### src/sv/vrpe_pkg.sv
// Shared types, codes and constants for the voice record and playback engine.
// No dependencies; the RTL uses scoped names, and the testbench imports it.
`timescale 1ns / 1ps
`default_nettype none

package vrpe_pkg;

   // Default sizes, handed to the top level parameters.
   localparam int MEM_DEPTH_DEF     = 65536;
   localparam int CHUNK_SAMPLES_DEF = 256;

   // Fixed field widths of the ports.
   localparam int SAMPLE_W = 16;
   localparam int COUNT_W  = 17;
   localparam int GAIN_W   = 4;
   localparam int LIMIT_W  = 17;
   localparam int OPCODE_W = 3;
   localparam int MODE_W   = 2;

   // Configuration register indexes and reset values.
   localparam int CSR_INDEX_W = 1;
   localparam logic [CSR_INDEX_W-1:0] CSR_GAIN_SHIFT   = 1'b0;
   localparam logic [CSR_INDEX_W-1:0] CSR_RECORD_LIMIT = 1'b1;
   localparam logic [LIMIT_W-1:0]     RECORD_LIMIT_RST = 17'h10000;

   localparam logic signed [SAMPLE_W-1:0] SAMPLE_MAX = 16'sh7FFF;
   localparam logic signed [SAMPLE_W-1:0] SAMPLE_MIN = 16'sh8000;

   typedef enum logic [OPCODE_W-1:0] {
      OP_MIC     = 3'd0,
      OP_SPEAKER = 3'd1,
      OP_SHORT   = 3'd2,
      OP_LONG    = 3'd3,
      OP_STOP    = 3'd4,
      OP_ENTER   = 3'd5,
      OP_EXIT    = 3'd6
   } opcode_type;

   typedef enum logic [MODE_W-1:0] {
      MODE_IDLE = 2'd0,
      MODE_REC  = 2'd1,
      MODE_PLAY = 2'd2
   } mode_type;

   // What the peak meter does for one transaction.
   typedef enum logic [2:0] {
      PK_NONE,
      PK_COUNT,
      PK_LATCH,
      PK_CLEAR_CHUNK,
      PK_CLEAR_ALL
   } peak_op_type;

   typedef struct packed {
      peak_op_type op;
      logic        at_end;    // last sample of the limit or of the buffer
      logic        from_ram;  // sample comes from the memory read port
   } peak_cmd_type;

   // Recorder state after a transaction, as reported on the result channel.
   typedef struct packed {
      mode_type             mode;
      logic                 enabled;
      logic [COUNT_W-1:0]   count;
   } ctrl_status_type;

endpackage : vrpe_pkg

`default_nettype wire

### src/sv/vrpe_ctrl.sv
// Recorder control: mode, enable, write count and read offset, event decode,
// gain and saturation of microphone samples. Depends on vrpe_pkg.
`timescale 1ns / 1ps
`default_nettype none

module vrpe_ctrl #(
   parameter int MEM_DEPTH = vrpe_pkg::MEM_DEPTH_DEF
) (
   input  wire logic                                     clock,
   input  wire logic                                     reset,
   input  wire logic                                     accept,
   input  wire logic [vrpe_pkg::OPCODE_W-1:0]            opcode,
   input  wire logic signed [vrpe_pkg::SAMPLE_W-1:0]     mic_sample,
   input  wire logic [vrpe_pkg::GAIN_W-1:0]              gain_shift,
   input  wire logic [vrpe_pkg::LIMIT_W-1:0]             record_limit,
   output logic                                          wr_en,
   output logic                                          rd_en,
   output logic [$clog2(MEM_DEPTH)-1:0]                  wr_addr,
   output logic [$clog2(MEM_DEPTH)-1:0]                  rd_addr,
   output logic signed [vrpe_pkg::SAMPLE_W-1:0]          gained,
   output vrpe_pkg::peak_cmd_type                        peak_cmd,
   output vrpe_pkg::ctrl_status_type                     status
);

   localparam int ADDR_W = $clog2(MEM_DEPTH);
   localparam int CNT_W  = $clog2(MEM_DEPTH + 1);
   localparam int LIM_W  = (CNT_W > vrpe_pkg::LIMIT_W) ? CNT_W : vrpe_pkg::LIMIT_W;

   vrpe_pkg::mode_type  mode_ff, mode_in;
   logic                active_ff, active_in;
   logic [CNT_W-1:0]    wcount_ff, wcount_in;
   logic [CNT_W-1:0]    roffset_ff, roffset_in;

   logic [LIM_W-1:0]    limit_eff;
   logic [CNT_W-1:0]    wcount_inc;
   logic [CNT_W-1:0]    roffset_inc;
   logic                room_left;
   logic                now_full;
   logic                data_left;
   logic                last_read;
   vrpe_pkg::mode_type     pb_mode;
   vrpe_pkg::peak_op_type  pb_op;
   logic [31:0]         gain_wide;

   // Gain and 16-bit saturation of the microphone sample.
   always_comb begin
      gain_wide = {{(32 - vrpe_pkg::SAMPLE_W){mic_sample[vrpe_pkg::SAMPLE_W-1]}}, mic_sample}
                  << gain_shift;
      if ($signed(gain_wide) > 32'sd32767) begin
         gained = vrpe_pkg::SAMPLE_MAX;
      end else if ($signed(gain_wide) < -32'sd32768) begin
         gained = vrpe_pkg::SAMPLE_MIN;
      end else begin
         gained = gain_wide[vrpe_pkg::SAMPLE_W-1:0];
      end
   end

   // A limit beyond the memory acts as the memory size.
   assign limit_eff   = (LIM_W'(record_limit) > LIM_W'(MEM_DEPTH)) ?
                        LIM_W'(MEM_DEPTH) : LIM_W'(record_limit);
   assign wcount_inc  = wcount_ff + CNT_W'(1);
   assign roffset_inc = roffset_ff + CNT_W'(1);
   assign room_left   = LIM_W'(wcount_ff) < limit_eff;
   assign now_full    = LIM_W'(wcount_inc) >= limit_eff;
   assign data_left   = roffset_ff < wcount_ff;
   assign last_read   = roffset_inc >= wcount_ff;

   // Starting playback with nothing recorded falls back to idle.
   assign pb_mode = (wcount_ff == '0) ? vrpe_pkg::MODE_IDLE : vrpe_pkg::MODE_PLAY;
   assign pb_op   = (wcount_ff == '0) ? vrpe_pkg::PK_CLEAR_ALL : vrpe_pkg::PK_CLEAR_CHUNK;

   always_comb begin
      mode_in           = mode_ff;
      active_in         = active_ff;
      wcount_in         = wcount_ff;
      roffset_in        = roffset_ff;
      wr_en             = 1'b0;
      rd_en             = 1'b0;
      peak_cmd.op       = vrpe_pkg::PK_NONE;
      peak_cmd.at_end   = 1'b0;
      peak_cmd.from_ram = 1'b0;
      if (accept) begin
         case (opcode)
            vrpe_pkg::OP_MIC: begin
               if (active_ff && mode_ff == vrpe_pkg::MODE_REC) begin
                  if (room_left) begin
                     wr_en           = 1'b1;
                     wcount_in       = wcount_inc;
                     peak_cmd.op     = vrpe_pkg::PK_COUNT;
                     peak_cmd.at_end = now_full;
                     if (now_full) begin
                        roffset_in = '0;
                        mode_in    = vrpe_pkg::MODE_IDLE;
                     end
                  end else begin
                     peak_cmd.op = vrpe_pkg::PK_LATCH;
                     roffset_in  = '0;
                     mode_in     = vrpe_pkg::MODE_IDLE;
                  end
               end
            end
            vrpe_pkg::OP_SPEAKER: begin
               if (active_ff && mode_ff == vrpe_pkg::MODE_PLAY) begin
                  if (data_left) begin
                     rd_en             = 1'b1;
                     roffset_in        = roffset_inc;
                     peak_cmd.op       = vrpe_pkg::PK_COUNT;
                     peak_cmd.at_end   = last_read;
                     peak_cmd.from_ram = 1'b1;
                  end else begin
                     roffset_in  = '0;
                     peak_cmd.op = vrpe_pkg::PK_CLEAR_ALL;
                     mode_in     = vrpe_pkg::MODE_IDLE;
                  end
               end
            end
            vrpe_pkg::OP_SHORT: begin
               if (active_ff) begin
                  if (mode_ff == vrpe_pkg::MODE_REC) begin
                     roffset_in  = '0;
                     peak_cmd.op = pb_op;
                     mode_in     = pb_mode;
                  end else begin
                     wcount_in   = '0;
                     roffset_in  = '0;
                     peak_cmd.op = vrpe_pkg::PK_CLEAR_ALL;
                     mode_in     = vrpe_pkg::MODE_REC;
                  end
               end
            end
            vrpe_pkg::OP_LONG: begin
               if (active_ff && mode_ff != vrpe_pkg::MODE_REC) begin
                  roffset_in  = '0;
                  peak_cmd.op = pb_op;
                  mode_in     = pb_mode;
               end
            end
            vrpe_pkg::OP_STOP: begin
               wcount_in   = '0;
               roffset_in  = '0;
               peak_cmd.op = vrpe_pkg::PK_CLEAR_ALL;
               if (active_ff) begin
                  mode_in = vrpe_pkg::MODE_IDLE;
               end
            end
            vrpe_pkg::OP_ENTER: begin
               wcount_in   = '0;
               roffset_in  = '0;
               peak_cmd.op = vrpe_pkg::PK_CLEAR_ALL;
               mode_in     = vrpe_pkg::MODE_IDLE;
               active_in   = 1'b1;
            end
            vrpe_pkg::OP_EXIT: begin
               wcount_in   = '0;
               roffset_in  = '0;
               peak_cmd.op = vrpe_pkg::PK_CLEAR_ALL;
               mode_in     = vrpe_pkg::MODE_IDLE;
               active_in   = 1'b0;
            end
            default: begin
            end
         endcase
      end
   end

   always_ff @(posedge clock) begin
      if (reset) begin
         mode_ff    <= vrpe_pkg::MODE_IDLE;
         active_ff  <= 1'b0;
         wcount_ff  <= '0;
         roffset_ff <= '0;
      end else begin
         mode_ff    <= mode_in;
         active_ff  <= active_in;
         wcount_ff  <= wcount_in;
         roffset_ff <= roffset_in;
      end
   end

   assign wr_addr = wcount_ff[ADDR_W-1:0];
   assign rd_addr = roffset_ff[ADDR_W-1:0];

   assign status.mode    = mode_in;
   assign status.enabled = active_in;
   assign status.count   = LIM_W'(wcount_in) >> 0 == '0 ? '0 :
                           vrpe_pkg::COUNT_W'(LIM_W'(wcount_in));

endmodule : vrpe_ctrl

`default_nettype wire

### config.mk
export PLATFORM = sky130hd
export DESIGN_NAME = vrpe_ctrl
export DESIGN_NICKNAME = d
export VERILOG_FILES = /design/src/sv/vrpe_pkg.sv /design/src/sv/vrpe_ctrl.sv
export SDC_FILE = /design/constraint.sdc
export NUM_CORES = 1
export LEC_CHECK = 0
export BUFFER_PORTS_ARGS = -buffer_cell sky130_fd_sc_hd__buf_4
export CAP_MARGIN = 20
export CORE_UTILIZATION = 55
export DETAILED_ROUTE_END_ITERATION = 8
export PLACE_DENSITY = 0.82
export SYNTH_ARGS = -nofsm -noshare
export SYNTH_HDL_FRONTEND = slang
export SYNTH_SLANG_ARGS = --single-unit
### constraint.sdc
create_clock -name clock -period 10.2 [get_ports clock]
set_clock_uncertainty 0.05 [all_clocks]
set_input_delay 1.53 -clock clock [delete_from_list [all_inputs] [get_ports clock]]
set_output_delay 1.53 -clock clock [all_outputs]
set_load 0.01 [all_outputs]
==> flow_summary.yaml, run 1 <==
outcome:
  status: "completed"
sta:
  hold_viol_final: 0
  tns_ns: 0
  rsz0062_at_grt: "false"
  slew_viol_final: 0
  fin_crit_sh_pct: 64.39
  slew_headroom_pct: 45.13
  fmax_ghz: 0.1523
  worst-slew-pin-transition_ns: 0.8117
  period_minus_slack_ns: 6.568
  setup_viol: 0
hold_path:
  worstHoldStart: "roffset_ff[15]"
  hp-class: "reg -> reg"
global_routing:
  grt_util_all_layers_pct: 29.94
  grt_pass1_wl_um: 24920
  antenna_found_initial: 0
  grt_max_degree: 39
  grt_overflow: 0
  grt_pass1_vias: 5196
finish:
  fin_nets: 924
  final_util_pct: 64.30
  area_delta_synth_final_pct: 13.58
  nFillCells: 873
  layout_commonest_cell: "buf_4"
  layout-drive-gt1-share_pct: 20.35
  antennaDiodeCount: 0
  final_area_mm2: 0.006256
  final_cell_mix: "buf_4, nand2_1, ha_1"
synthesis:
  syn_area_mm2: 0.005508
  synth_edf_count: 0
  ys_warn_count: 0
  postSynthCellCount: 755
  syn_nets: 869
  synth_area_leaders: "ha_1, dfxtp_1, nand2_1"
  synth_async_sr_flop_share_pct: 0
  ys_seq_elements: 37
  yosysSeqAreaShare_pct: 13.45
  synth_area_per_cell_um2: 7.295
  synthFlopType: "dfxtp_1"
  yosys.area.top_type: "ha_1"
  synth_cell_types: 69
  synth_top_area_share_pct: 16.13
cts:
  clk_pin_slew_ns: 0.07
  cts_buffer_depth: 2
  clock_sinks: 37
  ctsResizeCount: 0
  post_cts_buffers: 0
  cts_made_buffers: 5
  cts_tree: "done"
  htreeDepth: 2
  clock_latency_ns: 0.30
  ctsHoldBuffers: 0
  root_buffer: "clkbuf_8"
critical_path:
  r2r_end: "roffset_ff[7]"
  worst_setup_path_start_kind: "input pin"
  reg2reg_depth: 16
  cp.required_ns: 8.62
  path_class: "in -> out"
  r2r_start: "wcount_ff[0]"
  slowest_delay_ns: 0.46
  endpoint_kind: "output pin"
  crit_chain: "buf_4 > nor4_1 > a41o_1 > nand2_1 > ha_1 > a21oi_1 > o21ai_0 > a221oi_1 > o2111ai_1 > or2_2 > inv_1 > o21ai_0 > nand2_1 > buf_4"
  path_max_fanout: 11
  crit_arrival_ns: 4.99
  critPathLaunch: "record_limit[11]"
  cp_slowest_cell: "a41o_1"
  reg2reg_slack_ns: 5.69
  endpoint: "status[12]"
die:
  die_y_um: 102.1
  start_util_pct: 56.61
  coreArea_mm2: 0.009729
  rows: 36
  die_w_um: 102.1
  io_pins: 118
  die_area_mm2: 0.01042
detailed_routing:
  ant_nets: 0
  drt-vias-per-instance: 6.097
  remaining_drc_errors: 0
  initialDrtViolationCount: 426
  vias: 5756
  avgRoutedWirePerCell_um: 16.73
  wl_um: 15790
  dr.pass1.iters: 5
pwr:
  p_comb_share_pct: 27.8
  switching_share_pct: 30.95
  clockPowerShare_pct: 35.2
  p_leak_nw: 2.898
  p_total_mw: 0.3928
  ir_worst_vdd_mv: 0.04579
  p_sw_mw: 0.1216
  p_int_mw: 0.2712
  p_seq_share_pct: 37.0
  powerDensity_mw_per_mm2: 62.79
placed_design:
  gp_congestion: 0.9311
  hpwl_um: 12310
  port_buffers: 117
  place_area_mm2: 0.006135
flow_run:
  maxCapViolCount: 0
## per-stage QoR
step / hold WS, ns / cells / worst slack [ns]
2_1_floorplan: 0.4109 / 755 / 4.277
4_1_cts: 0.4543 / 943 / 3.682
5_1_grt: 0.4757 / 944 / 3.332
3_5_place_dp: 0.4379 / 935 / 3.698
3_3_place_gp: 0.4360 / 935 / 3.771
6_report: 0.4503 / 944 / 3.632
## cell usage after synthesis, types with 3 or more instances
cell type  instances
mux2_2             9
a21boi_0           3
nand2b_1           3
and3_1             6
o21a_1             3
ha_1              71
or3_1              6
nor4_1            15
a22o_1             9
nor2b_1           11
mux2i_1           25
nand3b_1          10
nor3_1             7
nand4_1           11
nand3_1           40
o21ai_2            5
buf_4             36
a211oi_1           8
buf_2              6
or4_1              4
and2_1             5
mux2_4             3
o211ai_1           5
a31oi_1           11
nand2_1           94
o21ai_0           51
a21oi_1           56
nor2_1            37
xor2_1             4
dfxtp_1           37
or2_2              9
inv_1             40
a21o_1            14
a31o_2             3
o32ai_1            6
clkbuf_1          28
xnor2_1           22
## worst min-delay path by stage
| stage | endpoint | cells after the start |
|---|---|---|
| 2_1_floorplan | roffset_ff[16] | 2 |
| 3_3_place_gp | roffset_ff[16] | 2 |
| 4_1_cts | roffset_ff[15] | 2 |
| 5_1_grt | roffset_ff[16] | 2 |
| 6_report | roffset_ff[15] | 2 |
| 3_5_place_dp | roffset_ff[15] | 2 |
## state kept, by name (all words and copies together) (netlist names)
name and flops:
mode_ff 2, wcount_ff 17, active_ff 1, roffset_ff 17
## power groups by stage
stage | combinational [mW] | sequential (mW) | clock [mW]
2_1_floorplan | 0.0722 | 0.148 | 0
3_3_place_gp | 0.105 | 0.149 | 0
3_5_place_dp | 0.107 | 0.149 | 0
4_1_cts | 0.108 | 0.145 | 0.139
5_1_grt | 0.119 | 0.145 | 0.145
6_report | 0.109 | 0.145 | 0.138
## routing by layer
layer	routed length, um	track usage (%)
met2	7490	50.03
met4	335	9.341
met5	0	0
met1	6924	40.23
met3	1044	3.420
## cells by family after synthesis
kind of cell	synth area share (%)
xor+xnor	4.134
compound gates	23.58
mux	7.610
buf+inv	10.86
fa+ha+maj	16.13
flops	13.45
simple gates	24.24
## worst max-delay path, delay by kind of cell
| kind | cells | cell delay, ns |
|---|---|---|
| AOI/OAI and AO/OA | 6 | 1.50 |
| and+or+nand+nor | 4 | 1.09 |
| buffers and inverters | 3 | 0.55 |
| adders and majority gates | 1 | 0.33 |
## cell type report
class	count	area (um^2)	share of cell area (%)
clock buffers	7	86.33	1.380
clock inverters	1	30.03	0.4800
repair buffers	121	905.9	14.48
inverters	42	157.7	2.520
well taps	133	166.4	2.660
flip-flops and latches	37	740.7	11.84
multi-input cells	603	4169	66.64
No activity file was read; power rests on OpenSTA's default activity.
==> inputs of run 2 (changes only) <==
--- a/config.mk
+++ b/config.mk
@@ -7,9 +7,9 @@
 export LEC_CHECK = 0
 export BUFFER_PORTS_ARGS = -buffer_cell sky130_fd_sc_hd__buf_4
 export CAP_MARGIN = 20
-export CORE_UTILIZATION = 55
+export CORE_UTILIZATION = 51
 export DETAILED_ROUTE_END_ITERATION = 8
-export PLACE_DENSITY = 0.82
+export PLACE_DENSITY = 0.8
 export SYNTH_ARGS = -nofsm -noshare
 export SYNTH_HDL_FRONTEND = slang
 export SYNTH_SLANG_ARGS = --single-unit
==> constraint.sdc (replaced) <==
create_clock -name clock -period 5.9 [get_ports clock]
set_clock_uncertainty 0.05 [all_clocks]
set_input_delay 0.885 -clock clock [delete_from_list [all_inputs] [get_ports clock]]
set_output_delay 0.885 -clock clock [all_outputs]
set_load 0.01 [all_outputs]
==> flow_summary.yaml, run 2 (same netlist as run 1, synthesis figures left out) <==
die:
  coreArea_mm2: 0.01042
  rows: 37
  io_pins: 118
  die_area_mm2: 0.01122
  die_y_um: 105.9
  die_w_um: 105.9
  start_util_pct: 52.88
critical_path:
  worst_setup_path_start_kind: "flip-flop"
  cp_top_family: "simple AND/OR/NAND/NOR gates"
  path_max_fanout: 7
  crit_chain: "ha_1 > nand3_1 > nor4_1 > buf_4 > nand3_1 > nor4_1 > nor2_1 > or2_2 > ha_1 > nand4_1 > or2_2 > o22ai_1 > nor3_1 > a21oi_1 > o21ai_0 > buf_4"
  path_class: "reg -> out"
  cp.required_ns: 4.97
  cp_slowest_cell: "dfxtp_1"
  endpoint_kind: "output pin"
  cp_num_buf_inv: 2
  slowest_delay_ns: 0.54
  crit_arrival_ns: 4.44
finish:
  final_util_pct: 60.16
  nFillCells: 915
  fin_nets: 924
  antennaDiodeCount: 0
  fin_cells: 947
  area_delta_synth_final_pct: 13.77
  layout_commonest_cell: "buf_4"
  layout-drive-gt1-share_pct: 20.47
  final_cell_mix: "buf_4, nand2_1, ha_1"
  largestRegisters: "roffset_ff x17, wcount_ff x17, mode_ff x2"
pwr:
  p_comb_share_pct: 27.6
  p_leak_nw: 2.897
  p_total_mw: 0.6869
  p_sw_mw: 0.2180
  p_seq_share_pct: 36.6
  switching_share_pct: 31.74
  p_int_mw: 0.4689
  clockPowerShare_pct: 35.8
  powerDensity_mw_per_mm2: 109.6
  ir_worst_vdd_mv: 0.07841
cts:
  root_buffer: "clkbuf_8"
  htreeDepth: 2
  ctsHoldBuffers: 0
  clk_pin_slew_ns: 0.10
  cts_tree: "done"
  cts_made_buffers: 5
  clock_sinks: 37
  ctsResizeCount: 0
  post_cts_buffers: 0
  clock_latency_ns: 0.30
  cts_buffer_depth: 2
sta:
  tns_ns: 0
  fin_crit_sh_pct: 91.09
  hold_viol_final: 0
  rsz0062_at_grt: "false"
  slew_viol_final: 0
  setup_viol: 0
  period_minus_slack_ns: 5.375
  worst-slew-pin-transition_ns: 0.8663
  worst_hold_slack_ns: 0.4592
  fmax_ghz: 0.1861
  slew_headroom_pct: 41.43
global_routing:
  grt_pass1_wl_um: 25590
  grt_max_degree: 39
  grt_pass1_vias: 5260
  grt_overflow: 0
  grt_util_all_layers_pct: 27.80
  antenna_found_initial: 0
detailed_routing:
  remaining_drc_errors: 0
  dr.pass1.iters: 5
  initialDrtViolationCount: 431
  vias: 5761
  ant_nets: 0
  avgRoutedWirePerCell_um: 16.72
  drt-vias-per-instance: 6.083
  wl_um: 15830
flow_run:
  maxCapViolCount: 0
placed_design:
  gp_congestion: 0.9356
  hpwl_um: 12340
  dp.cells: 939
  port_buffers: 117
outcome:
  status: "completed"
hold_path:
  hp-class: "reg -> reg"
[run 2: changes by cell type in the layout (fill, tap and decap cells not counted), sizes merged]
cell / change
clkbuf: -1
clkinvlp: +1
[run 2: power groups by stage]
stage | sequential [mW] | combinational, mW | clock (mW)
after global routing | 0.252 | 0.207 | 0.254
after detailed placement | 0.257 | 0.185 | 0
after global placement | 0.257 | 0.180 | 0
after floorplan | 0.256 | 0.125 | 0
after CTS | 0.251 | 0.186 | 0.244
final | 0.251 | 0.190 | 0.246
[run 2: worst paths after layout]
| check | endpoint | start | cells after the start | slack [ns] |
|---|---|---|---|---|
| worst max-delay path | status[18] | wcount_ff[0] | 16 | 0.53 |
| worst min-delay path | roffset_ff[16] | roffset_ff[16] | 2 | 0.46 |
| worst max register to register | roffset_ff[12] | wcount_ff[0] | 17 | 1.46 |
| worst min register to register | roffset_ff[16] | roffset_ff[16] | 2 | 0.46 |
[run 2: layout make-up]
| class | count | area (um^2) | share of cell area, % |
|---|---|---|---|
| clock inverters | 2 | 37.54 | 0.5990 |
| repair buffers | 121 | 908.4 | 14.50 |
| well taps | 136 | 170.2 | 2.716 |
| inverters | 42 | 157.7 | 2.516 |
| flip-flops and latches | 37 | 740.7 | 11.82 |
| clock buffers | 6 | 82.58 | 1.318 |
| multi-input cells | 603 | 4169 | 66.53 |
[run 2: worst reg2reg max path: stages (launching register included)]
cell and delay, ns:
dfxtp_1 0.54, ha_1 0.33, nand3_1 0.13, nor4_1 0.26
buf_4 0.19, nand3_1 0.12, nor4_1 0.27, nor2_1 0.11
or2_2 0.33, ha_1 0.30, nand4_1 0.14, or2_2 0.33
a211oi_1 0.27, nor3_1 0.18, a31oi_1 0.20, buf_4 0.23
nand2_1 0.19, o32ai_1 0.15
[run 2: through the flow]
step | setup WS [ns] | cell area, um^2
after floorplan | 1.267 | 5508
after global placement | 0.7232 | 6146
after detailed placement | 0.5874 | 6146
after CTS | 0.5912 | 6266
after global routing | 0.2877 | 6266
final | 0.5255 | 6266
[run 2: layer usage]
layer	wire [um]	GRT usage, %	vias to the layer above
met2	7258	46.27	290
li1	-	-	2825
met1	7109	38.73	2626
met4	260	6.448	0
met3	1204	2.575	20
met5	0	0	-
