[config.mk]
export PLATFORM = sky130hd
export DESIGN_NAME = vrpe_peak
export DESIGN_NICKNAME = d
export VERILOG_FILES = /design/src/sv/vrpe_pkg.sv /design/src/sv/vrpe_peak.sv
export SDC_FILE = /design/constraint.sdc
export NUM_CORES = 1
export LEC_CHECK = 0
export BUFFER_PORTS_ARGS = -buffer_cell sky130_fd_sc_hd__buf_2
export CAP_MARGIN = 20
export CORE_MARGIN = 5
export CORE_UTILIZATION = 30
export CTS_BUF_LIST = sky130_fd_sc_hd__clkbuf_8
export CTS_CLUSTER_SIZE = 8
export DETAILED_ROUTE_END_ITERATION = 8
export PLACE_DENSITY = 0.57
export SETUP_SLACK_MARGIN = 0.1
export SLEW_MARGIN = 20
export SYNTH_ARGS = -nofsm -noshare
export SYNTH_HDL_FRONTEND = slang
export SYNTH_SLANG_ARGS = --single-unit
export TNS_END_PERCENT = 1
[constraint.sdc]
create_clock -name clock -period 4.9 [get_ports clock]
set_clock_uncertainty 0.05 [all_clocks]
set_input_delay 0.735 -clock clock [delete_from_list [all_inputs] [get_ports clock]]
set_output_delay 0.735 -clock clock [all_outputs]
set_load 0.03 [all_outputs]
[src/sv/vrpe_pkg.sv]
// Shared types, codes and constants for the voice record and playback engine.
// No dependencies; the RTL uses scoped names, and the testbench imports it.
`timescale 1ns / 1ps
`default_nettype none

package vrpe_pkg;

   // Default sizes, handed to the top level parameters.
   localparam int MEM_DEPTH_DEF     = 65536;
   localparam int CHUNK_SAMPLES_DEF = 256;

   // Fixed field widths of the ports.
   localparam int SAMPLE_W = 16;
   localparam int COUNT_W  = 17;
   localparam int GAIN_W   = 4;
   localparam int LIMIT_W  = 17;
   localparam int OPCODE_W = 3;
   localparam int MODE_W   = 2;

   // Configuration register indexes and reset values.
   localparam int CSR_INDEX_W = 1;
   localparam logic [CSR_INDEX_W-1:0] CSR_GAIN_SHIFT   = 1'b0;
   localparam logic [CSR_INDEX_W-1:0] CSR_RECORD_LIMIT = 1'b1;
   localparam logic [LIMIT_W-1:0]     RECORD_LIMIT_RST = 17'h10000;

   localparam logic signed [SAMPLE_W-1:0] SAMPLE_MAX = 16'sh7FFF;
   localparam logic signed [SAMPLE_W-1:0] SAMPLE_MIN = 16'sh8000;

   typedef enum logic [OPCODE_W-1:0] {
      OP_MIC     = 3'd0,
      OP_SPEAKER = 3'd1,
      OP_SHORT   = 3'd2,
      OP_LONG    = 3'd3,
      OP_STOP    = 3'd4,
      OP_ENTER   = 3'd5,
      OP_EXIT    = 3'd6
   } opcode_type;

   typedef enum logic [MODE_W-1:0] {
      MODE_IDLE = 2'd0,
      MODE_REC  = 2'd1,
      MODE_PLAY = 2'd2
   } mode_type;

   // What the peak meter does for one transaction.
   typedef enum logic [2:0] {
      PK_NONE,
      PK_COUNT,
      PK_LATCH,
      PK_CLEAR_CHUNK,
      PK_CLEAR_ALL
   } peak_op_type;

   typedef struct packed {
      peak_op_type op;
      logic        at_end;    // last sample of the limit or of the buffer
      logic        from_ram;  // sample comes from the memory read port
   } peak_cmd_type;

   // Recorder state after a transaction, as reported on the result channel.
   typedef struct packed {
      mode_type             mode;
      logic                 enabled;
      logic [COUNT_W-1:0]   count;
   } ctrl_status_type;

endpackage : vrpe_pkg

`default_nettype wire

[src/sv/vrpe_peak.sv]
// Chunk-wise absolute peak meter with a latched display value.
// Depends on vrpe_pkg.
`timescale 1ns / 1ps
`default_nettype none

module vrpe_peak #(
   parameter int CHUNK_SAMPLES = vrpe_pkg::CHUNK_SAMPLES_DEF
) (
   input  wire logic                                 clock,
   input  wire logic                                 reset,
   input  wire logic                                 advance,
   input  wire vrpe_pkg::peak_cmd_type               cmd,
   input  wire logic signed [vrpe_pkg::SAMPLE_W-1:0] sample,
   output logic [vrpe_pkg::SAMPLE_W-1:0]             shown_in
);

   localparam int CP_W = $clog2(CHUNK_SAMPLES + 1);

   logic [vrpe_pkg::SAMPLE_W-1:0] running_ff, running_in;
   logic [vrpe_pkg::SAMPLE_W-1:0] shown_ff;
   logic [CP_W-1:0]               chunk_pos_ff, chunk_pos_in;
   logic [vrpe_pkg::SAMPLE_W:0]   abs_wide;
   logic [vrpe_pkg::SAMPLE_W-1:0] level;
   logic [vrpe_pkg::SAMPLE_W-1:0] new_max;
   logic                          chunk_done;

   // The most negative sample gives 32768, which still fits in 16 bits.
   assign abs_wide   = sample[vrpe_pkg::SAMPLE_W-1] ?
                       -{sample[vrpe_pkg::SAMPLE_W-1], sample} :
                       {sample[vrpe_pkg::SAMPLE_W-1], sample};
   assign level      = abs_wide[vrpe_pkg::SAMPLE_W-1:0];
   assign new_max    = (level > running_ff) ? level : running_ff;
   assign chunk_done = (chunk_pos_ff == CP_W'(CHUNK_SAMPLES - 1)) || cmd.at_end;

   always_comb begin
      running_in   = running_ff;
      shown_in     = shown_ff;
      chunk_pos_in = chunk_pos_ff;
      case (cmd.op)
         vrpe_pkg::PK_COUNT: begin
            if (chunk_done) begin
               shown_in     = new_max;
               running_in   = '0;
               chunk_pos_in = '0;
            end else begin
               running_in   = new_max;
               chunk_pos_in = chunk_pos_ff + CP_W'(1);
            end
         end
         vrpe_pkg::PK_LATCH: begin
            shown_in     = running_ff;
            running_in   = '0;
            chunk_pos_in = '0;
         end
         vrpe_pkg::PK_CLEAR_CHUNK: begin
            running_in   = '0;
            chunk_pos_in = '0;
         end
         vrpe_pkg::PK_CLEAR_ALL: begin
            shown_in     = '0;
            running_in   = '0;
            chunk_pos_in = '0;
         end
         default: begin
         end
      endcase
   end

   always_ff @(posedge clock) begin
      if (reset) begin
         running_ff   <= '0;
         shown_ff     <= '0;
         chunk_pos_ff <= '0;
      end else if (advance) begin
         running_ff   <= running_in;
         shown_ff     <= shown_in;
         chunk_pos_ff <= chunk_pos_in;
      end
   end

endmodule : vrpe_peak

`default_nettype wire

==> results.tsv, run 1 <==
stage	metric	value	unit
worst_hold_path	min_path_type	reg2reg	
cells_and_area	final_cell_area	3787	um^2
floorplan	fp-row-count	36	
logic_synthesis	synth-seq-cells	41	
cells_and_area	multi_input_area	2009	um^2
timing	hold_viol	0	
floorplan	io_pins	40	
cells_and_area	seq_area	820.8	um^2
grt	grt-ovfl-total	0	
timing	fin_crit_sh	103.0	%
cells_and_area	antenna-diode-count	0	
cells_and_area	final_util	39.11	%
routing	drtAntennaViolNets	0	
timing	fin_crit	5.049	ns
cells_and_area	drive_above_1_share	24.34	%
clock_network	cts_root_buf	clkbuf_8	
power	power_leakage	1.501	nW
placement	port_buffers	38	
routing	drt-initial-drc-count	176	
grt	grt_max_degree	39	
cells_and_area	areaGrowthSynthToFinish	28.92	%
run_status	violations	negative setup slack	
power	cellPowerDensity	231.7	nW/um^2
logic_synthesis	avgSynthCellArea	7.572	um^2
setup_path	crit_fanout	5	
logic_synthesis	synth_area	2938	um^2
floorplan	core	9684	um^2
timing	setup_violations	16	
timing	tns	-0.7176	ns
placement	placed_cell_area	3572	um^2
setup_path	arrival	4.26	ns
timing	hold_slack	0.4542	ns
timing	slew_headroom	48.15	%
clock_network	path_clk_slew	0.08	ns
logic_synthesis	synth_cell_types	43	
power	fin_total_pwr	0.8776	mW
routing	viasPerCell	5.083	
clock_network	cts_tree	done	
clock_network	clockBufferDepth	2	
clock_network	post_cts_buffers	0	
logic_synthesis	ys.flop_type	dfxtp_1	
grt	grt_pass1_wl	14.55	mm
clock_network	htreeDepth	2	
floorplan	die_w	109.0	um
power	max-vdd-ir-drop	0.09921	mV
logic_synthesis	netlist_instances	388	
grt	antenna_found_initial	0	
timing	fmax	198.1	MHz
clock_network	cts_buffers	5	
timing	drv_slew	0	
clock_network	cts.sinks	41	
grt	grt_pass1_vias	3024	
routing	wirelength	8.767	mm
setup_path	end_kind	output pin	
placement	place_congestion	0.8614	
routing	firstDrtPassIters	4	
cells_and_area	mostFrequentLayoutCells	52 x nor2_1, 45 x buf_4, 41 x dfxtp_1	
timing	setup_slack	-0.1492	ns
setup_path	cp-start-kind	primary input	
floorplan	dieArea	11870	um^2
routing	drc	0	
clock_network	clkLatencyLatePin	0.30	ns
setup_path	required	4.12	ns
run_status	status	finished with violations	
logic_synthesis	synth_edf_count	0	
timing	worst_slew_pin_slew	0.7777	ns
logic_synthesis	yosysSeqAreaShare	27.94	%
floorplan	initial_core_util	30.34	%
timing	rsz0062_at_grt	yes	
placement	hpwlAfterDp	6.296	mm
setup_path	path_class	in2out	
grt	track_usage	15.29	%
logic_synthesis	synth_nets	431	
logic_synthesis	yosysWarnings	0	
routing	avgRoutedWirePerCell	14.88	um
cells_and_area	final_common_cell	nor2_1	
floorplan	dieHeight	109.0	um
flow_run	maxCapViolCount	0	
logic_synthesis	async_flop_share	0	%
cells_and_area	fill_cells	1018	
cells_and_area	final_nets	498	
routing	via_count	2994	
registers in the layout, indices dropped and copies added, names as in the netlist:
| signal | count |
|---|---|
| running_ff | 16 |
| chunk_pos_ff | 9 |
| shown_ff | 16 |
cell type report:
class,count,share of cell area [%]
tap,133,4.394
multi-input combinational,294,53.06
timing repair buffer,82,14.63
inverter,31,3.072
clock inverter,2,0.9911
clock buffer,6,2.180
sequential,41,21.67
critical path, stage by stage:
cell	delay, ns
buf_6	0.09
or4_4	0.53
or4_4	0.47
o31ai_4	0.22
xnor2_2	0.15
ha_1	0.27
nand4_1	0.15
nor2_1	0.08
or3_4	0.39
or3_4	0.38
mux2i_1	0.13
a211o_1	0.35
o21ai_4	0.16
buf_6	0.15
synth_stat cells (2+ instances only):
library cell | number | area [um^2]
nor2_1 | 52 | 195.2
dfxtp_1 | 41 | 820.8
a22oi_1 | 33 | 247.7
inv_1 | 31 | 116.4
nand2_1 | 30 | 112.6
o21ai_0 | 29 | 145.1
ha_1 | 19 | 237.7
clkbuf_1 | 18 | 67.56
a21oi_1 | 13 | 65.06
xnor2_1 | 13 | 113.9
o22ai_1 | 12 | 75.07
a221o_1 | 11 | 110.1
nor3_1 | 11 | 55.05
or3_1 | 9 | 56.30
nand4_1 | 6 | 37.54
a21o_1 | 5 | 37.54
o31ai_1 | 5 | 37.54
nand2b_1 | 4 | 25.02
nand3_1 | 4 | 20.02
xor2_1 | 4 | 35.03
a211o_1 | 3 | 26.28
buf_2 | 3 | 15.01
mux2i_1 | 3 | 30.03
nor2b_1 | 3 | 18.77
o41ai_1 | 3 | 26.28
a311oi_1 | 2 | 17.52
and2_1 | 2 | 12.51
and3_1 | 2 | 12.51
or2_2 | 2 | 12.51
or4_4 | 2 | 22.52
cell families (layout without fill, tap and decap cells):
family / after synthesis / in the layout / share of synthesized area (%)
and+or+nand+nor: 131 / 131 / 20.91
AOI/OAI and AO/OA: 123 / 123 / 29.56
buffers and inverters: 53 / 121 / 7.027
DFF: 41 / 41 / 27.94
adders and majority gates: 19 / 19 / 8.092
xor gates and xnor gates: 17 / 17 / 5.068
muxes: 4 / 4 / 1.405
power breakdown:
group | total (mW) | switching (mW) | internal, mW
sequential | 0.343 | 0.00429 | 0.338
combinational | 0.240 | 0.136 | 0.104
clock | 0.295 | 0.129 | 0.166
repair_timing:
action / CTS / global route
setup endpoints to repair: 16 / 16
hold buffers: 0 / 0
gates resized for setup: 16 / 6
endpoints found under the hold margin: 0 / 0
pin swaps: 3 / 2
layer usage:
metal	wire length, um	GRT usage [%]	up-vias
li1	-	-	1534
met2	4120	24.69	54
met4	59	5.410	0
met1	4205	20.27	1401
met3	382	2.960	5
met5	0	0	-
final timing paths:
| kind | from | to | slack (ns) | cells past startpoint |
|---|---|---|---|---|
| hold / removal | chunk_pos_ff[7] | chunk_pos_ff[7] | 0.45 | 2 |
| setup / recovery | sample[9] | shown_in[11] | -0.15 | 14 |
| setup reg to reg | running_ff[7] | running_ff[10] | 2.06 | 11 |
| hold reg to reg | chunk_pos_ff[7] | chunk_pos_ff[7] | 0.45 | 2 |
stage by stage:
stage                     instances  worst slack (ns)
after floorplan                 388          -0.08093
after global placement          581           -0.4391
after detailed placement        581           -0.4848
after CTS                       589           -0.1649
after global routing            589           -0.3218
final                           589           -0.1492
Power figures use the tool's default switching activity.
==> run 2: changes to the inputs <==
Settings changed: TNS_END_PERCENT 1 to 20.
==> run 2 against run 1 <==
The run still ends with negative setup slack left. Sequential share of layout area shrank 0.89 points. Worst hold slack lost 0.0044 ns. Final cell count up 1.2%. Sequential power about the same. Via count increased by 3.0%. Non-clock buffer count up 7. Register-to-register slack worse by 0.22 ns. Combinational power increased by 9.2%. Power increased by 1.2%. Critical endpoint is now shown_in[15]. Largest cell class unchanged. Largest power group unchanged.
==> results.tsv, run 2 (synthesis results as in run 1) <==
stage	metric	value	unit	change
run_status	status	finished with violations		unchanged
grt	track_usage	15.59	%	was 15.29%
routing	drt-initial-drc-count	155		was 176
placement	port_buffers	38		unchanged
floorplan	dieArea	11870	um^2	unchanged
clock_network	cts_root_buf	clkbuf_8		unchanged
floorplan	io_pins	40		unchanged
timing	rsz0062_at_grt	yes		unchanged
timing	drv_slew	0		unchanged
placement	place_congestion	0.8117		was 0.8614
cells_and_area	fill_cells	1011		was 1018
clock_network	cts_hold_buf	0		unchanged
power	power_leakage	1.552	nW	was 1.501 nW
grt	grt_max_degree	39		unchanged
setup_path	path_class	in2out		unchanged
flow_run	maxCapViolCount	0		unchanged
cells_and_area	areaGrowthSynthToFinish	34.41	%	was 28.92%
timing	setup_slack	-0.1995	ns	was -0.1492 ns
grt	grt_pass1_vias	3082		was 3024
worst_hold_path	min_path_type	reg2reg		unchanged
floorplan	core	9684	um^2	unchanged
cells_and_area	final_nets	505		was 498
grt	antenna_found_initial	0		unchanged
cells_and_area	seq_area	820.8	um^2	unchanged
clock_network	htreeDepth	2		unchanged
routing	drtAntennaViolNets	0		unchanged
clock_network	clkLatencyLatePin	0.30	ns	about the same
timing	fin_crit_sh	104.1	%	was 103.0%
grt	grt-ovfl-total	0		unchanged
setup_path	arrival	4.31	ns	was 4.26 ns
setup_path	end_kind	output pin		unchanged
routing	viasPerCell	5.174		was 5.083
power	fin_total_pwr	0.8886	mW	was 0.8776 mW
timing	setup_violations	16		unchanged
grt	grt_pass1_wl	14.93	mm	was 14.55 mm
power	cellPowerDensity	225.0	nW/um^2	was 231.7 nW/um^2
floorplan	initial_core_util	30.34	%	unchanged
clock_network	clockBufferDepth	2		unchanged
clock_network	cts_tree	done		unchanged
run_status	violations	negative setup slack		unchanged
routing	wirelength	8.889	mm	was 8.767 mm
cells_and_area	antenna-diode-count	0		unchanged
floorplan	die_w	109.0	um	unchanged
cells_and_area	drive_above_1_share	25.70	%	was 24.34%
routing	avgRoutedWirePerCell	14.91	um	was 14.88 um
floorplan	dieHeight	109.0	um	unchanged
routing	drc	0		unchanged
setup_path	cp-start-kind	primary input		unchanged
routing	via_count	3084		was 2994
floorplan	fp-row-count	36		unchanged
clock_network	path_clk_slew	0.09	ns	was 0.08 ns
timing	hold_slack	0.4498	ns	was 0.4542 ns
cells_and_area	final_util	40.78	%	was 39.11%
timing	fin_crit	5.100	ns	was 5.049 ns
routing	firstDrtPassIters	4		unchanged
cells_and_area	mostFrequentLayoutCells	52 x nor2_1, 47 x buf_4, 41 x dfxtp_1		was 52 x nor2_1, 45 x buf_4, 41 x dfxtp_1
setup_path	required	4.12	ns	about the same
clock_network	cts_buffers	5		unchanged
timing	fmax	196.1	MHz	was 198.1 MHz
cells_and_area	final_common_cell	nor2_1		unchanged
clock_network	cts.sinks	41		unchanged
power	max-vdd-ir-drop	0.1471	mV	was 0.09921 mV
timing	slew_headroom	38.60	%	was 48.15%
cells_and_area	multi_input_area	2029	um^2	was 2009 um^2
placement	hpwlAfterDp	6.243	mm	was 6.296 mm
setup_path	crit_fanout	4		was 5
timing	hold_viol	0		unchanged
cells_and_area	reg.largest.list	running_ff (16), shown_ff (16), chunk_pos_ff (9)		unchanged
timing	worst_slew_pin_slew	0.9176	ns	was 0.7777 ns
[run 2: layout make-up]
class                           count  area share, %
Sequential cell                    41          20.79
Tap cell                          133          4.214
Clock buffer                        5          1.743
Timing Repair Buffer               89          17.74
Inverter                           31          2.947
Multi-Input combinational cell    294          51.39
Clock inverter                      3          1.172
[run 2: stage by stage]
step | area, um^2 | worst slack (ns) | TNS, ns | cells
after global routing | 3949 | -0.3161 | -4.513 | 596
after detailed placement | 3572 | -0.5294 | -7.205 | 581
after CTS | 3872 | -0.2297 | -2.965 | 594
after floorplan | 2979 | -0.07556 | -0.3849 | 388
after global placement | 3572 | -0.4814 | -6.661 | 581
final | 3949 | -0.1995 | -2.616 | 596
[run 2: routing by layer]
| metal | vias up | track usage (%) | share of wire (%) |
|---|---|---|---|
| li1 | 1554 | - | - |
| met1 | 1434 | 21.12 | 47 |
| met2 | 87 | 25.31 | 46 |
| met3 | 9 | 2.487 | 5.4 |
| met4 | 0 | 4.959 | 1.2 |
| met5 | - | 0 | 0 |
[run 2: where the power goes]
part           internal [mW]  total, mW  switching [mW]
combinational          0.117      0.262           0.145
sequential             0.338      0.343         0.00417
clock                  0.153      0.284           0.131
total                  0.608      0.889           0.280
[run 2: worst paths after layout]
path                   start               to  slack (ns)  depth (start not counted)
max                sample[6]     shown_in[15]       -0.20                         15
min          chunk_pos_ff[7]  chunk_pos_ff[7]        0.45                          2
max reg2reg  chunk_pos_ff[0]      shown_ff[9]        1.84                         12
min reg2reg  chunk_pos_ff[7]  chunk_pos_ff[7]        0.45                          2
[run 2: critical path, stage by stage]
cell	delay (ns)
buf_6	0.09
or4_4	0.54
or4_4	0.47
o31ai_4	0.26
xnor2_2	0.15
ha_1	0.27
nand4_1	0.14
nor2_1	0.06
or3_4	0.41
or3_4	0.38
buf_6	0.14
mux2_4	0.30
o21ai_2	0.13
nand2_1	0.08
buf_6	0.14
[run 2: what timing repair did]
item,CTS,global route
resized for setup,39,16
endpoints found under the setup margin,16,16
setup buffers,7,2
pin swaps,16,10
==> run 3: changes to the inputs <==
Clock period 4.9 ns to 4.3 ns, I/O delays scaled along.
==> run 3 against run 2 <==
Critical endpoint unchanged. Sequential share of layout area hardly changed. Core utilization is 0.065 points higher. Count of clock-buffer cells in the layout is 2 higher. Cell area is 0.16% higher. Global-route usage is 0.44 points higher. The run still ends with negative setup slack left. Non-clock buffer count is 4 higher. Register-to-register slack worse by 0.37 ns. Final cell count is 0.84% higher. First-iteration DRC count is 34% higher.
==> results.tsv, run 3 (synthesis results as in run 1) <==
stage	metric	value	unit	change
power	fin_total_pwr	0.9803	mW	was 0.8886 mW
setup_path	crit_chain	buf_2 > or4_4 > or4_4 > o31ai_4 > xnor2_2 > ha_1 > nand4_1 > nor2_1 > or3_4 > or3_4 > buf_6 > mux2_2 > o21ai_2 > nand2_1 > buf_6		was buf_6 > or4_4 > or4_4 > o31ai_4 > xnor2_2 > ha_1 > nand4_1 > nor2_1 > or3_4 > or3_4 > buf_6 > mux2_4 > o21ai_2 > nand2_1 > buf_6
routing	avgRoutedWirePerCell	15.65	um	was 14.91 um
timing	setup_slack	-0.5802	ns	was -0.1995 ns
clock_network	htreeDepth	2		unchanged
timing	worst_slew_pin_slew	0.7324	ns	was 0.9176 ns
setup_path	required	3.61	ns	was 4.12 ns
timing	rsz0062_at_grt	yes		unchanged
floorplan	io_pins	40		unchanged
clock_network	clockBufferDepth	2		unchanged
cells_and_area	drive_above_1_share	27.14	%	was 25.70%
timing	setup_violations	16		unchanged
routing	drc	0		unchanged
setup_path	startpoint	sample[7]		was sample[6]
setup_path	slowest_delay	0.51	ns	was 0.54 ns
routing	drt-initial-drc-count	207		was 155
setup_path	crit_fanout	4		unchanged
floorplan	dieArea	11870	um^2	unchanged
cells_and_area	areaGrowthSynthToFinish	34.63	%	was 34.41%
placement	place_congestion	0.7883		was 0.8117
routing	via_count	3078		was 3084
cells_and_area	antenna-diode-count	0		unchanged
placement	hpwlAfterDp	6.487	mm	was 6.243 mm
floorplan	fp-row-count	36		unchanged
setup_path	crit_path_top_delay_cell	or4_4		unchanged
timing	fin_crit	4.880	ns	
grt	grt_pass1_wl	15.08	mm	was 14.93 mm
timing	fmax	204.9	MHz	
routing	drtAntennaViolNets	0		unchanged
grt	antenna_found_initial	0		unchanged
flow_run	maxCapViolCount	0		unchanged
cells_and_area	final_nets	510		was 505
clock_network	cts_buffers	5		unchanged
clock_network	cts_root_buf	clkbuf_8		unchanged
clock_network	cts.sinks	41		unchanged
timing	hold_viol	0		unchanged
floorplan	die_w	109.0	um	unchanged
cells_and_area	fill_cells	1015		was 1011
run_status	status	finished with violations		unchanged
routing	viasPerCell	5.121		was 5.174
clock_network	path_clk_slew	0.08	ns	was 0.09 ns
timing	drv_slew	0		unchanged
setup_path	rr_startpoint	running_ff[9]		was chunk_pos_ff[0]
clock_network	cts_hold_buf	0		unchanged
grt	grt_pass1_vias	3029		was 3082
grt	grt_max_degree	39		unchanged
cells_and_area	mostFrequentLayoutCells	52 x nor2_1, 50 x buf_4, 41 x dfxtp_1		was 52 x nor2_1, 47 x buf_4, 41 x dfxtp_1
clock_network	clkLatencyLatePin	0.31	ns	was 0.30 ns
timing	hold_slack	0.4404	ns	was 0.4498 ns
routing	wirelength	9.408	mm	was 8.889 mm
setup_path	cp-start-kind	primary input		unchanged
setup_path	arrival	4.19	ns	was 4.31 ns
routing	firstDrtPassIters	5		was 4
timing	fin_crit_sh	113.5	%	
setup_path	regToRegSetupSlack	1.47	ns	was 1.84 ns
setup_path	cp-endpoint	shown_in[15]		unchanged
setup_path	end_kind	output pin		unchanged
power	max-vdd-ir-drop	0.1222	mV	was 0.1471 mV
run_status	violations	negative setup slack		unchanged
floorplan	core	9684	um^2	unchanged
floorplan	initial_core_util	30.34	%	unchanged
timing	slew_headroom	51.17	%	was 38.60%
grt	grt-ovfl-total	0		unchanged
worst_hold_path	min_path_type	reg2reg		unchanged
setup_path	r2r_cells	10		was 12
timing	tns	-8.335	ns	was -2.616 ns
power	cellPowerDensity	247.9	nW/um^2	was 225.0 nW/um^2
placement	port_buffers	38		unchanged
cells_and_area	reg.largest.list	running_ff (16), shown_ff (16), chunk_pos_ff (9)		unchanged
grt	track_usage	16.04	%	was 15.59%
clock_network	cts_tree	done		unchanged
floorplan	dieHeight	109.0	um	unchanged
cells_and_area	final_common_cell	nor2_1		unchanged
setup_path	path_class	in2out		unchanged
setup_path	r2r-end	shown_ff[1]		was shown_ff[9]
power	power_leakage	1.588	nW	was 1.552 nW
run 3: stage by stage:
| stage | area [um^2] | worst slack (ns) | util, % | instances |
|---|---|---|---|---|
| 4_1_cts | 3836 | -0.5712 | 39.61 | 597 |
| 3_3_place_gp | 3657 | -0.7184 | 37.76 | 589 |
| 6_report | 3955 | -0.5802 | 40.84 | 601 |
| 5_1_grt | 3955 | -0.7133 | 40.84 | 601 |
| 2_1_floorplan | 2979 | -0.4956 | - | 388 |
| 3_5_place_dp | 3657 | -0.8363 | 37.76 | 589 |
run 3: how the worst min path moves through the flow:
stage | endpoint | slack (ns) | cells past startpoint | start
after global placement | chunk_pos_ff[8] | 0.41 | 2 | chunk_pos_ff[8]
after detailed placement | chunk_pos_ff[8] | 0.43 | 2 | chunk_pos_ff[8]
final | chunk_pos_ff[7] | 0.44 | 2 | chunk_pos_ff[7]
after global routing | chunk_pos_ff[7] | 0.47 | 2 | chunk_pos_ff[7]
after floorplan | chunk_pos_ff[8] | 0.40 | 2 | chunk_pos_ff[8]
after CTS | chunk_pos_ff[7] | 0.44 | 2 | chunk_pos_ff[7]
run 3: worst max-delay path, delay by kind of cell:
kind | cells | cell delay, ns
adders and majority gates | 1 | 0.27
xor gates and xnor gates | 1 | 0.15
AOI/OAI and AO/OA | 2 | 0.36
buffers and inverters | 3 | 0.40
muxes | 1 | 0.28
and+or+nand+nor | 7 | 2.09
run 3: per-layer routing:
layer,GRT usage [%],wire [um]
met5,0,0
met1,22.03,4353
met4,3.968,103
met3,2.605,501
met2,26.14,4450
run 3: where the power goes:
part	total, mW	internal (mW)	switching (mW)
logic	0.301	0.135	0.166
registers	0.391	0.386	0.00489
clock network	0.288	0.145	0.143
total	0.980	0.666	0.314
run 3: cell type report:
cell class | count | area, um^2 | share of cell area [%]
multi-input cells | 295 | 2048 | 51.79
clock buffers | 7 | 96.34 | 2.436
clock inverters | 1 | 5.005 | 0.1265
flip-flops and latches | 41 | 820.8 | 20.75
well taps | 133 | 166.4 | 4.208
repair buffers | 93 | 701.9 | 17.75
inverters | 31 | 116.4 | 2.942
run 3: timing repair:
item	4_1_cts	5_1_grt
hold endpoints to repair	0	0
gates cloned	0	2
endpoints found under the setup margin	17	33
setup buffers	0	2
gates resized for setup	21	27
pin swaps	6	3
